===== config.mk =====
export PLATFORM = sky130hd
export DESIGN_NAME = pes_audio_packet_stripper
export DESIGN_NICKNAME = d
export VERILOG_FILES = /design/src/design/pasp_pkg.sv /design/src/design/pes_audio_packet_stripper.sv
export SDC_FILE = /design/constraint.sdc
export NUM_CORES = 1
export LEC_CHECK = 0
export ABC_AREA = 1
export BUFFER_PORTS_ARGS = -buffer_cell sky130_fd_sc_hd__buf_4
export CAP_MARGIN = 20
export CORE_MARGIN = 2
export CORE_UTILIZATION = 60
export CTS_BUF_LIST = sky130_fd_sc_hd__clkbuf_8
export DETAILED_ROUTE_END_ITERATION = 10
export PLACE_DENSITY = 0.78
export SETUP_SLACK_MARGIN = 0.15
export SKIP_LAST_GASP = 1
export SLEW_MARGIN = 20
export SYNTH_ARGS = -nofsm -noshare
export SYNTH_HDL_FRONTEND = slang
export SYNTH_SLANG_ARGS = --single-unit

===== constraint.sdc =====
create_clock -name clk -period 2.1 [get_ports clk]
set_input_delay 0.42 -clock clk [delete_from_list [all_inputs] [get_ports clk]]
set_output_delay 0.42 -clock clk [all_outputs]
set_load 0.03 [all_outputs]

===== src/design/pasp_pkg.sv =====
// pasp_pkg: constants, types and the per-beat header decision for the
// pes audio packet stripper. no dependencies.
package pasp_pkg;

  localparam int WIN_LEN = 6;
  localparam int FILL_W  = 3;
  localparam int SKIP_W  = 17;

  localparam logic [7:0] SC_ZERO       = 8'h00;
  localparam logic [7:0] SC_ONE        = 8'h01;
  localparam logic [7:0] ID_AUDIO_A    = 8'hC0;
  localparam logic [7:0] ID_AUDIO_B    = 8'hC1;
  localparam logic [7:0] ID_VIDEO_LO   = 8'hE0;
  localparam logic [7:0] ID_VIDEO_HI   = 8'hEF;
  localparam logic [7:0] KEEP_ID_RESET = ID_AUDIO_A;

  localparam logic [FILL_W-1:0] FILL_FULL = FILL_W'(WIN_LEN);
  localparam logic [FILL_W-1:0] FILL_ONE  = FILL_W'(1);

  typedef logic [7:0] win_t [WIN_LEN];

  typedef struct packed {
    logic [7:0]        data;
    logic              found;
    logic [SKIP_W-1:0] skip;
    logic              zeroing;
    logic              seen;
  } head_res_t;

  // decide what the oldest window byte becomes and how the skip state moves
  function automatic head_res_t head_decide(
    input win_t              win,
    input logic              may_match,
    input logic [SKIP_W-1:0] skip,
    input logic              zeroing,
    input logic              seen,
    input logic [7:0]        keep_id
  );
    head_res_t r;
    logic [7:0] id;
    logic       is_start;
    logic [SKIP_W-1:0] pkt_rem;
    r.data    = win[0];
    r.found   = 1'b0;
    r.skip    = skip;
    r.zeroing = zeroing;
    r.seen    = seen;
    id        = win[3];
    is_start  = (win[0] == SC_ZERO) && (win[1] == SC_ZERO) && (win[2] == SC_ONE);
    // six header bytes plus length, minus the byte going out now
    pkt_rem   = {1'b0, win[4], win[5]} + SKIP_W'(WIN_LEN - 1);
    if (skip != '0) begin
      if (zeroing) begin
        r.data = 8'h00;
      end
      r.skip = skip - SKIP_W'(1);
      if (r.skip == '0) begin
        r.zeroing = 1'b0;
      end
    end else if (may_match && is_start) begin
      if ((id == ID_AUDIO_A) || (id == ID_AUDIO_B)) begin
        if ((id == ID_AUDIO_B) && !seen) begin
          r.seen  = 1'b1;
          r.found = 1'b1;
        end
        r.zeroing = (keep_id != id);
        r.skip    = pkt_rem;
        if (r.zeroing) begin
          r.data = 8'h00;
        end
      end else if (id inside {[ID_VIDEO_LO:ID_VIDEO_HI]}) begin
        r.zeroing = 1'b0;
        r.skip    = pkt_rem;
      end
    end
    return r;
  endfunction

endpackage


===== src/design/pes_audio_packet_stripper.sv =====
// pes_audio_packet_stripper: six-byte lookahead window, packet skip counter
// and one output register. depends on pasp_pkg.
//
// a byte leaves when it is oldest in a full window and a beat is accepted, or
// on the frame-end flush. throughput: one beat per cycle while scanning and
// the output is free; a frame-end beat holds the input while the window drains
// through the single output register. rst (synchronous) empties the window,
// clears skip, audio-seen flag and output valid, sets keep_stream_id to 0xc0.
module pes_audio_packet_stripper
  import pasp_pkg::*;
(
  input  logic       clk,
  input  logic       rst,
  input  logic       keep_stream_id_wr_en,
  input  logic [7:0] keep_stream_id_wr_data,
  input  logic       s_axis_tvalid,
  output logic       s_axis_tready,
  input  logic [7:0] s_axis_tdata,   // [7:0] data_byte
  input  logic       s_axis_tlast,   // frame_end
  input  logic       s_axis_tuser,   // [0] track_start
  output logic       m_axis_tvalid,
  input  logic       m_axis_tready,
  output logic [7:0] m_axis_tdata,   // [7:0] out_byte
  output logic       m_axis_tlast,   // out_last
  output logic       m_axis_tuser    // [0] second_audio_found
);

  logic [7:0]        keep_id;
  win_t              win;
  win_t              win_next;
  logic [FILL_W-1:0] fill;
  logic [FILL_W-1:0] fill_next;
  logic [SKIP_W-1:0] skip;
  logic [SKIP_W-1:0] skip_next;
  logic              zeroing;
  logic              zeroing_next;
  logic              seen;
  logic              seen_next;
  logic              flushing;
  logic              flushing_next;
  logic              out_valid_next;
  logic              out_load;
  logic              out_last_next;

  logic              out_free;
  logic              accept;
  logic              flush_step;
  logic              emit_now;
  logic              seen_eff;
  head_res_t         head;

  assign out_free      = !m_axis_tvalid || m_axis_tready;
  assign s_axis_tready = !flushing && out_free;
  assign accept        = s_axis_tvalid && s_axis_tready;
  assign flush_step    = flushing && out_free;
  assign emit_now      = accept && (fill == FILL_FULL);

  // track start clears the flag before this beat is tested
  assign seen_eff = (accept && s_axis_tuser) ? 1'b0 : seen;

  assign head = head_decide(win, !flushing, skip, zeroing, seen_eff, keep_id);

  always_comb begin
    win_next       = win;
    fill_next      = fill;
    skip_next      = skip;
    zeroing_next   = zeroing;
    seen_next      = seen_eff;
    flushing_next  = flushing;
    out_load       = 1'b0;
    out_last_next  = 1'b0;
    out_valid_next = m_axis_tvalid && !m_axis_tready;

    if (emit_now || flush_step) begin
      out_load     = 1'b1;
      skip_next    = head.skip;
      zeroing_next = head.zeroing;
      seen_next    = head.seen;
      for (int i = 0; i < WIN_LEN - 1; i++) begin
        win_next[i] = win[i+1];
      end
      win_next[WIN_LEN-1] = 8'h00;
    end

    if (accept) begin
      if (emit_now) begin
        win_next[WIN_LEN-1] = s_axis_tdata;
      end else begin
        win_next[fill] = s_axis_tdata;
        fill_next      = fill + FILL_W'(1);
      end
      if (s_axis_tlast) begin
        flushing_next = 1'b1;
      end
    end

    if (flush_step) begin
      fill_next = fill - FILL_W'(1);
      if (fill == FILL_ONE) begin
        // window drained: frame ends here, any open skip is dropped
        out_last_next = 1'b1;
        flushing_next = 1'b0;
        skip_next     = '0;
        zeroing_next  = 1'b0;
      end
    end

    if (out_load) begin
      out_valid_next = 1'b1;
    end
  end

  always_ff @(posedge clk) begin
    if (rst) begin
      keep_id       <= KEEP_ID_RESET;
      fill          <= '0;
      skip          <= '0;
      zeroing       <= 1'b0;
      seen          <= 1'b0;
      flushing      <= 1'b0;
      m_axis_tvalid <= 1'b0;
    end else begin
      if (keep_stream_id_wr_en) begin
        keep_id <= keep_stream_id_wr_data;
      end
      fill          <= fill_next;
      skip          <= skip_next;
      zeroing       <= zeroing_next;
      seen          <= seen_next;
      flushing      <= flushing_next;
      m_axis_tvalid <= out_valid_next;
    end
  end

  always_ff @(posedge clk) begin
    win <= win_next;
    if (out_load) begin
      m_axis_tdata <= head.data;
      m_axis_tlast <= out_last_next;
      m_axis_tuser <= head.found;
    end
  end

endmodule

==> metrics.md, run 1 <==
| Metric | Value |
|---|---|
| Worst skew pair latency | 0.37 ns |
| H-tree depth | 3 |
| RSZ-0062 raised after global routing | true |
| Cell Int Power | 3663 uW |
| Clk pwr share | 21.4% |
| Met2 Wirelength | 5.586 mm |
| Num ports | 35 |
| GRT Total Usage | 30.04% |
| Final worst setup slack | 0.2328 ns |
| Worst Max-Slew Pin Slew | 0.5503 ns |
| Die height | 92.72 um |
| Layout Skew | 0.01326 ns |
| Switch share | 40.12% |
| Pre-CTS setup slack | 0.1862 ns |
| Commonest non-fill, non-tap cell in the layout | nor2_1 |
| Initial Util | 61.43% |
| Critical Path AT | 2.13 ns |
| Design area | 5379 um2 |
| Reg2reg start | win[1] |
| Hold Fails Final Rpt | 0 |
| Hold path start | rst |
| # fillers | 675 |
| Status | complete, no violations |
| Part of the power in combinational logic | 33.9% |
| ANT cells | 0 |
| Largest net degree at the start of global routing | 65 |
| Total of max-cap violations | 0 |
| Nets | 737 |
| Vias | 4,718 |
| Reg2reg path depth | 9 |
| DP Area | 5109 um2 |
| WL final | 12.51 mm |
| Psw | 2454 uW |
| TritonCTS clock tree | done |
| First-pass GRT wire length | 20.79 mm |
| Top layer in use | met4 |
| WHS Endpoint | m_axis_tvalid |
| Setup_tns | 0 ns |
| Longest Clk Path Bufs | 2 |
| Clk sink count | 90 |
| Number of synthesized flops with an enable pin | 10 |
| DPL Wire Length | 8.734 mm |
| Final min period | 1.867 ns |
| Post-synth top flop | dfxtp_1 |
| Reg power frac | 44.8% |
| Met1 WL | 5.698 mm |
| Fin crit share | 88.91% |
| Port buffer count | 34 |
| Drt pass-1 iters | 6 |
| CTS Root Cell | clkbuf_8 |
| Mapped cell area | 4722 um2 |
| Vias in the first global route | 4,298 |
| Yosys reg bits | 90 |
| Syn nets | 699 |
| Fraction of layout cells with a size suffix above 1 | 12.66% |
| Maximum VDD drop | 0.0006785 V |
| Synth Instances | 668 |
| Commonest non-fill, non-tap cells in the layout | nor2_1 (122), nand2_1 (101), o21ai_0 (79) |
| Pleak | 0.002386 uW |
| Vias/cell | 5.803 |
| WS Path Type | register to register |
| Antenna violations before repair | 0 |
| Seq/Total Area, Yosys | 40.28% |
| Detail Route Antenna Nets | 0 |
| FMAX | 535.6 MHz |
| WL met3 | 1.027 mm |
| Num CTS Buffers | 9 |
| # setup viols final | 0 |
| Worst setup EP type | register |
| Async SR Flop Fraction | 0% |
| Yosys warnings | 0 |
| DR WL/cell | 15.39 um |
| Hold-fix buffers at CTS | 0 |
| RD Place Congestion | 0.9264 |
| Slew margin rel. | 63.23% |
| FP Rows | 32 |
| Mapped Avg Cell Area | 7.069 um2 |
| FF-to-FF End | skip[10] |
| PD cells | 1137 nW/um2 |
| Die W | 92.72 um |
| Clk pin slew, worst setup/hold paths | 0.10 ns |
| Hold_ws | 0.2331 ns |
| Count of pins over their slew limit | 0 |
| Post-synthesis cell type count | 34 |
| WHS Path Cells | 2 |
| Post-route DRC | 0 |
| Initial drt markers | 460 |
| CP max FO | 4 |
| Startpoint Class | register |
| Core area | 7687 um2 |
| Worst EP required | 2.37 ns |
| Worst min path class | input pin to register |
| Grt ovf | 0 |
| Reg2Reg Setup Slack | 0.23 ns |
| DIE AREA | 8596 um2 |
| Area Overhead vs Synth | 13.91% |
==> cell usage after synthesis (2+ instances only) <==
master,n,share of area [%]
o21ai_1,2,0.21
o21a_1,2,0.32
ha_1,8,2.1
edfxtp_1,10,6.4
dfxtp_1,80,34
nand3_1,38,4.0
buf_6,2,0.48
nand3_2,2,0.42
nor2_2,3,0.40
a21oi_1,30,3.2
nand2_1,102,8.1
buf_2,11,1.2
o22ai_1,38,5.0
nor3_2,2,0.42
inv_1,63,5.0
inv_2,2,0.16
xor2_1,13,2.4
a31oi_1,3,0.40
nor2_1,124,9.9
clkbuf_1,10,0.79
nor2_4,4,0.95
o21ai_0,79,8.4
nand4_1,15,2.0
nor3_1,7,0.74
or2_2,2,0.26
o211ai_1,2,0.32
xnor2_1,7,1.3
==> final cells by class <==
class	count	area (um2)	share of cell area [%]
Sequential cell	90	1904	35.40
Clock buffer	9	123.9	2.303
Tap cell	102	127.6	2.373
Multi-Input combinational cell	490	2466	45.85
Timing Repair Buffer	50	417.9	7.769
Inverter	65	246.5	4.582
Clock inverter	7	92.59	1.721
==> timing repair <==
item,CTS,global route
resized for setup,0,7
endpoints found under the setup margin,0,61
buffers inserted,0,1
==> per-layer routing <==
metal  GRT usage, %  vias to the layer above
li1               -                     2315
met4          10.91                        0
met2          46.47                      227
met1          42.74                     2149
met5              0                        -
met3          4.638                       27
==> state kept, by name, indices dropped and copies added, names as in the netlist, 3 cells and up <==
name and flops:
keep_id 8, m_axis_tdata 8, fill 3, skip 17, win 48
==> critical path, cell delays in order, from the launching register on <==
cell and delay (ns):
dfxtp_1 0.43, ha_1 0.25, nor2_1 0.07, nor2_2 0.15, nand4_1 0.22, buf_4 0.21
xor2_1 0.17, nand2_1 0.08, a21oi_1 0.14, nor2_1 0.06
==> how the worst max path moves through the flow <==
stage                  start              end  slack (ns)
3_3_place_gp   m_axis_tready          skip[0]        0.27
6_report              win[1]         skip[10]        0.23
4_1_cts              fill[0]          skip[4]        0.23
2_1_floorplan  m_axis_tvalid  m_axis_tdata[0]        0.39
3_5_place_dp   m_axis_tready          skip[8]        0.19
5_1_grt              skip[4]         skip[10]        0.09
==> metrics by stage <==
stage | power [uW] | utilization (%) | cells
6_report | 6117 | 69.97 | 813
5_1_grt | 6529 | 69.97 | 813
3_5_place_dp | 4728 | 66.46 | 794
2_1_floorplan | 4165 | - | 668
3_3_place_gp | 4649 | 66.46 | 794
4_1_cts | 6019 | 69.27 | 810
==> power groups by stage <==
| stage | Clock [uW] | Combinational [uW] | Sequential, uW |
|---|---|---|---|
| after global routing | 1390 | 2340 | 2800 |
| after detailed placement | 0 | 1980 | 2750 |
| after global placement | 0 | 1920 | 2730 |
| after CTS | 1310 | 2000 | 2720 |
| after floorplan | 0 | 1530 | 2640 |
| final | 1310 | 2070 | 2740 |
==> kinds of logic after synthesis <==
family	Yosys count	share of synthesized area, %
DFF	90	40.28
xor gates and xnor gates	20	3.710
buffers and inverters	89	7.896
and+or+nand+nor	305	28.17
adders and majority gates	8	2.120
AOI/OAI and AO/OA	156	17.83
No activity file was read; power rests on OpenSTA's default activity.
==> run 2: changes to the inputs <==
--- a/config.mk
+++ b/config.mk
@@ -9,10 +9,10 @@
 export BUFFER_PORTS_ARGS = -buffer_cell sky130_fd_sc_hd__buf_4
 export CAP_MARGIN = 20
 export CORE_MARGIN = 2
-export CORE_UTILIZATION = 60
+export CORE_UTILIZATION = 23
 export CTS_BUF_LIST = sky130_fd_sc_hd__clkbuf_8
 export DETAILED_ROUTE_END_ITERATION = 10
-export PLACE_DENSITY = 0.78
+export PLACE_DENSITY = 0.36
 export SETUP_SLACK_MARGIN = 0.15
 export SKIP_LAST_GASP = 1
 export SLEW_MARGIN = 20
==> metrics.md, run 2 (synthesis gave the netlist of run 1 again) <==
| Metric | Value |
|---|---|
| Worst EP required | 2.38 ns (was 2.37 ns) |
| Setup_tns | 0 ns (unchanged) |
| Final min period | 1.827 ns (was 1.867 ns) |
| GRT Total Usage | 14.24% (was 30.04%) |
| Num CTS Buffers | 9 (unchanged) |
| Layout Skew | 0.01407 ns (was 0.01326 ns) |
| Status | complete, no violations (unchanged) |
| Detail Route Antenna Nets | 0 (unchanged) |
| DIE AREA | 21,690 um2 (was 8596 um2) |
| PD cells | 1094 nW/um2 (was 1137 nW/um2) |
| CTS Root Cell | clkbuf_8 (unchanged) |
| CP max FO | 5 (was 4) |
| Worst setup EP type | register (unchanged) |
| # setup viols final | 0 (unchanged) |
| Post-route DRC | 0 (unchanged) |
| Crit path capture | skip[10] (unchanged) |
| Startpoint Class | register (unchanged) |
| Antenna violations before repair | 0 (unchanged) |
| Worst Max-Slew Pin Slew | 0.3800 ns (was 0.5503 ns) |
| DP Area | 5386 um2 (was 5109 um2) |
| WL final | 15.36 mm (was 12.51 mm) |
| Fraction of layout cells with a size suffix above 1 | 14.15% (was 12.66%) |
| Reg2reg path depth | 9 (unchanged) |
| Design area | 5694 um2 (was 5379 um2) |
| Initial Util | 23.41% (was 61.43%) |
| Reg2reg start | win[0] (was win[1]) |
| Vias | 4,575 (was 4,718) |
| RD Place Congestion | 0.8465 (was 0.9264) |
| Die W | 147.3 um (was 92.72 um) |
| Worst skew pair latency | 0.38 ns (was 0.37 ns) |
| Initial drt markers | 310 (was 460) |
| Largest net degree at the start of global routing | 62 (was 65) |
| Port buffer count | 34 (unchanged) |
| First-pass GRT wire length | 24.12 mm (was 20.79 mm) |
| Slew margin rel. | 74.64% (was 63.23%) |
| FF-to-FF End | skip[10] (unchanged) |
| Total of max-cap violations | 0 (unchanged) |
| Drt pass-1 iters | 5 (was 6) |
| Worst min path class | input pin to register (unchanged) |
| Maximum VDD drop | 0.0003458 V (was 0.0006785 V) |
| Core area | 20,170 um2 (was 7687 um2) |
| Buf+Inv Stages, Crit Path | 1 (unchanged) |
| Longest Clk Path Bufs | 2 (unchanged) |
| Largest registers | win (48), skip (17) (unchanged) |
| DPL Wire Length | 10.97 mm (was 8.734 mm) |
| Most frequent CP cell | nor2_1 (unchanged) |
| Hold Fails Final Rpt | 0 (unchanged) |
| Nets | 747 (was 737) |
| Area Overhead vs Synth | 20.59% (was 13.91%) |
| Critical Path Stages | 9 (unchanged) |
| Fin crit share | 87.00% (was 88.91%) |
| FP Rows | 52 (was 32) |
| Commonest non-fill, non-tap cells in the layout | nor2_1 (121), nand2_1 (100), o21ai_0 (79) (was nor2_1 (122), nand2_1 (101), o21ai_0 (79)) |
| RSZ-0062 raised after global routing | true (unchanged) |
| Reg2Reg Setup Slack | 0.27 ns (was 0.23 ns) |
| Vias/cell | 4.617 (was 5.803) |
| Grt ovf | 0 (unchanged) |
| Hold-fix buffers at CTS | 0 (unchanged) |
| ANT cells | 0 (unchanged) |
| Cell Chain, Critical Path | ha_2 -> nor2_1 -> nor2_1 -> nand4_1 -> buf_4 -> xor2_1 -> nand2_1 -> a21oi_1 -> nor2_1 (was ha_1 -> nor2_1 -> nor2_2 -> nand4_1 -> buf_4 -> xor2_1 -> nand2_1 -> a21oi_1 -> nor2_1) |
| Number of flip-flops in the largest register | 48 (unchanged) |
| Vias in the first global route | 4,370 (was 4,298) |
| Clk sink count | 90 (unchanged) |
| FMAX | 547.3 MHz (was 535.6 MHz) |
| CP startpoint | win[0] (was win[1]) |
| Clk pin slew, worst setup/hold paths | 0.11 ns (was 0.10 ns) |
| Count of pins over their slew limit | 0 (unchanged) |
| WS Path Type | register to register (unchanged) |
| DR WL/cell | 15.49 um (was 15.39 um) |
| Num ports | 35 (unchanged) |
| TritonCTS clock tree | done (unchanged) |
| Critical Path AT | 2.11 ns (was 2.13 ns) |
| Die height | 147.3 um (was 92.72 um) |
| Commonest non-fill, non-tap cell in the layout | nor2_1 (unchanged) |
| Hold_ws | 0.2427 ns (was 0.2331 ns) |
| H-tree depth | 3 (unchanged) |
| Biggest register | win (unchanged) |
| Pleak | 0.002439 uW (was 0.002386 uW) |
| Critical path's largest stage delay | 0.41 ns (was 0.43 ns) |
| CP max stage cell | dfxtp_2 (was dfxtp_1) |
| Crit-path leading delay family | simple AND/OR/NAND/NOR gates (unchanged) |
[run 2: what timing repair did]
action                                 4_1_cts  5_1_grt
setup endpoints to repair                    2       13
pin swaps                                    0        2
endpoints found under the hold margin        0        0
cloned                                       0        1
buffers inserted                             0        3
resized for setup                            1       10
[run 2: area by class of cell]
class,instances,area (um2)
Clock buffer,9,123.9
Tap cell,270,337.8
Inverter,65,249.0
Multi-Input combinational cell,489,2472
Clock inverter,7,93.84
Fill cell,2274,14480
Timing Repair Buffer,61,513.0
Sequential cell,90,1904
[run 2: routing by layer]
metal,global-route usage (%),vias up,part of all wire [%]
met1,20.91,2141,52
met4,4.712,0,1.5
met5,0,-,0
met3,2.143,15,2.9
met2,21.29,90,43
li1,-,2329,-
[run 2: how the worst min path moves through the flow]
stage | slack [ns] | end | cells after the start | start
finish | 0.24 | keep_id[6] | 3 | keep_stream_id_wr_data[6]
global route | 0.23 | keep_id[6] | 3 | keep_stream_id_wr_data[6]
CTS | 0.22 | keep_id[6] | 3 | keep_stream_id_wr_data[6]
detailed placement | 0.47 | keep_id[7] | 2 | keep_id[7]
global placement | 0.48 | keep_id[7] | 2 | keep_id[7]
floorplan | 0.44 | seen | 2 | seen
[run 2: report_power, final]
| part | total (uW) | switching (uW) | internal [uW] |
|---|---|---|---|
| clock network | 1360 | 771 | 586 |
| registers | 2720 | 482 | 2240 |
| logic | 2150 | 1270 | 878 |
| total | 6230 | 2520 | 3700 |
[run 2: stage by stage]
stage / total power (uW) / util [%] / setup WS (ns) / instances
final: 6227 / 28.23 / 0.2729 / 991
after global placement: 4866 / 26.71 / 0.1526 / 971
after global routing: 6736 / 28.23 / 0.1337 / 991
after CTS: 6251 / 27.79 / 0.1514 / 987
after detailed placement: 4863 / 26.71 / 0.1629 / 971
after floorplan: 4165 / - / 0.3860 / 668
[run 2: worst register-to-register path: stages (launching register included)]
cell and delay (ns):
dfxtp_2 0.41, ha_2 0.23, nor2_1 0.05, nor2_1 0.20, nand4_1 0.22, buf_4 0.19, xor2_1 0.13, nand2_1 0.07
a21oi_1 0.15, nor2_1 0.06
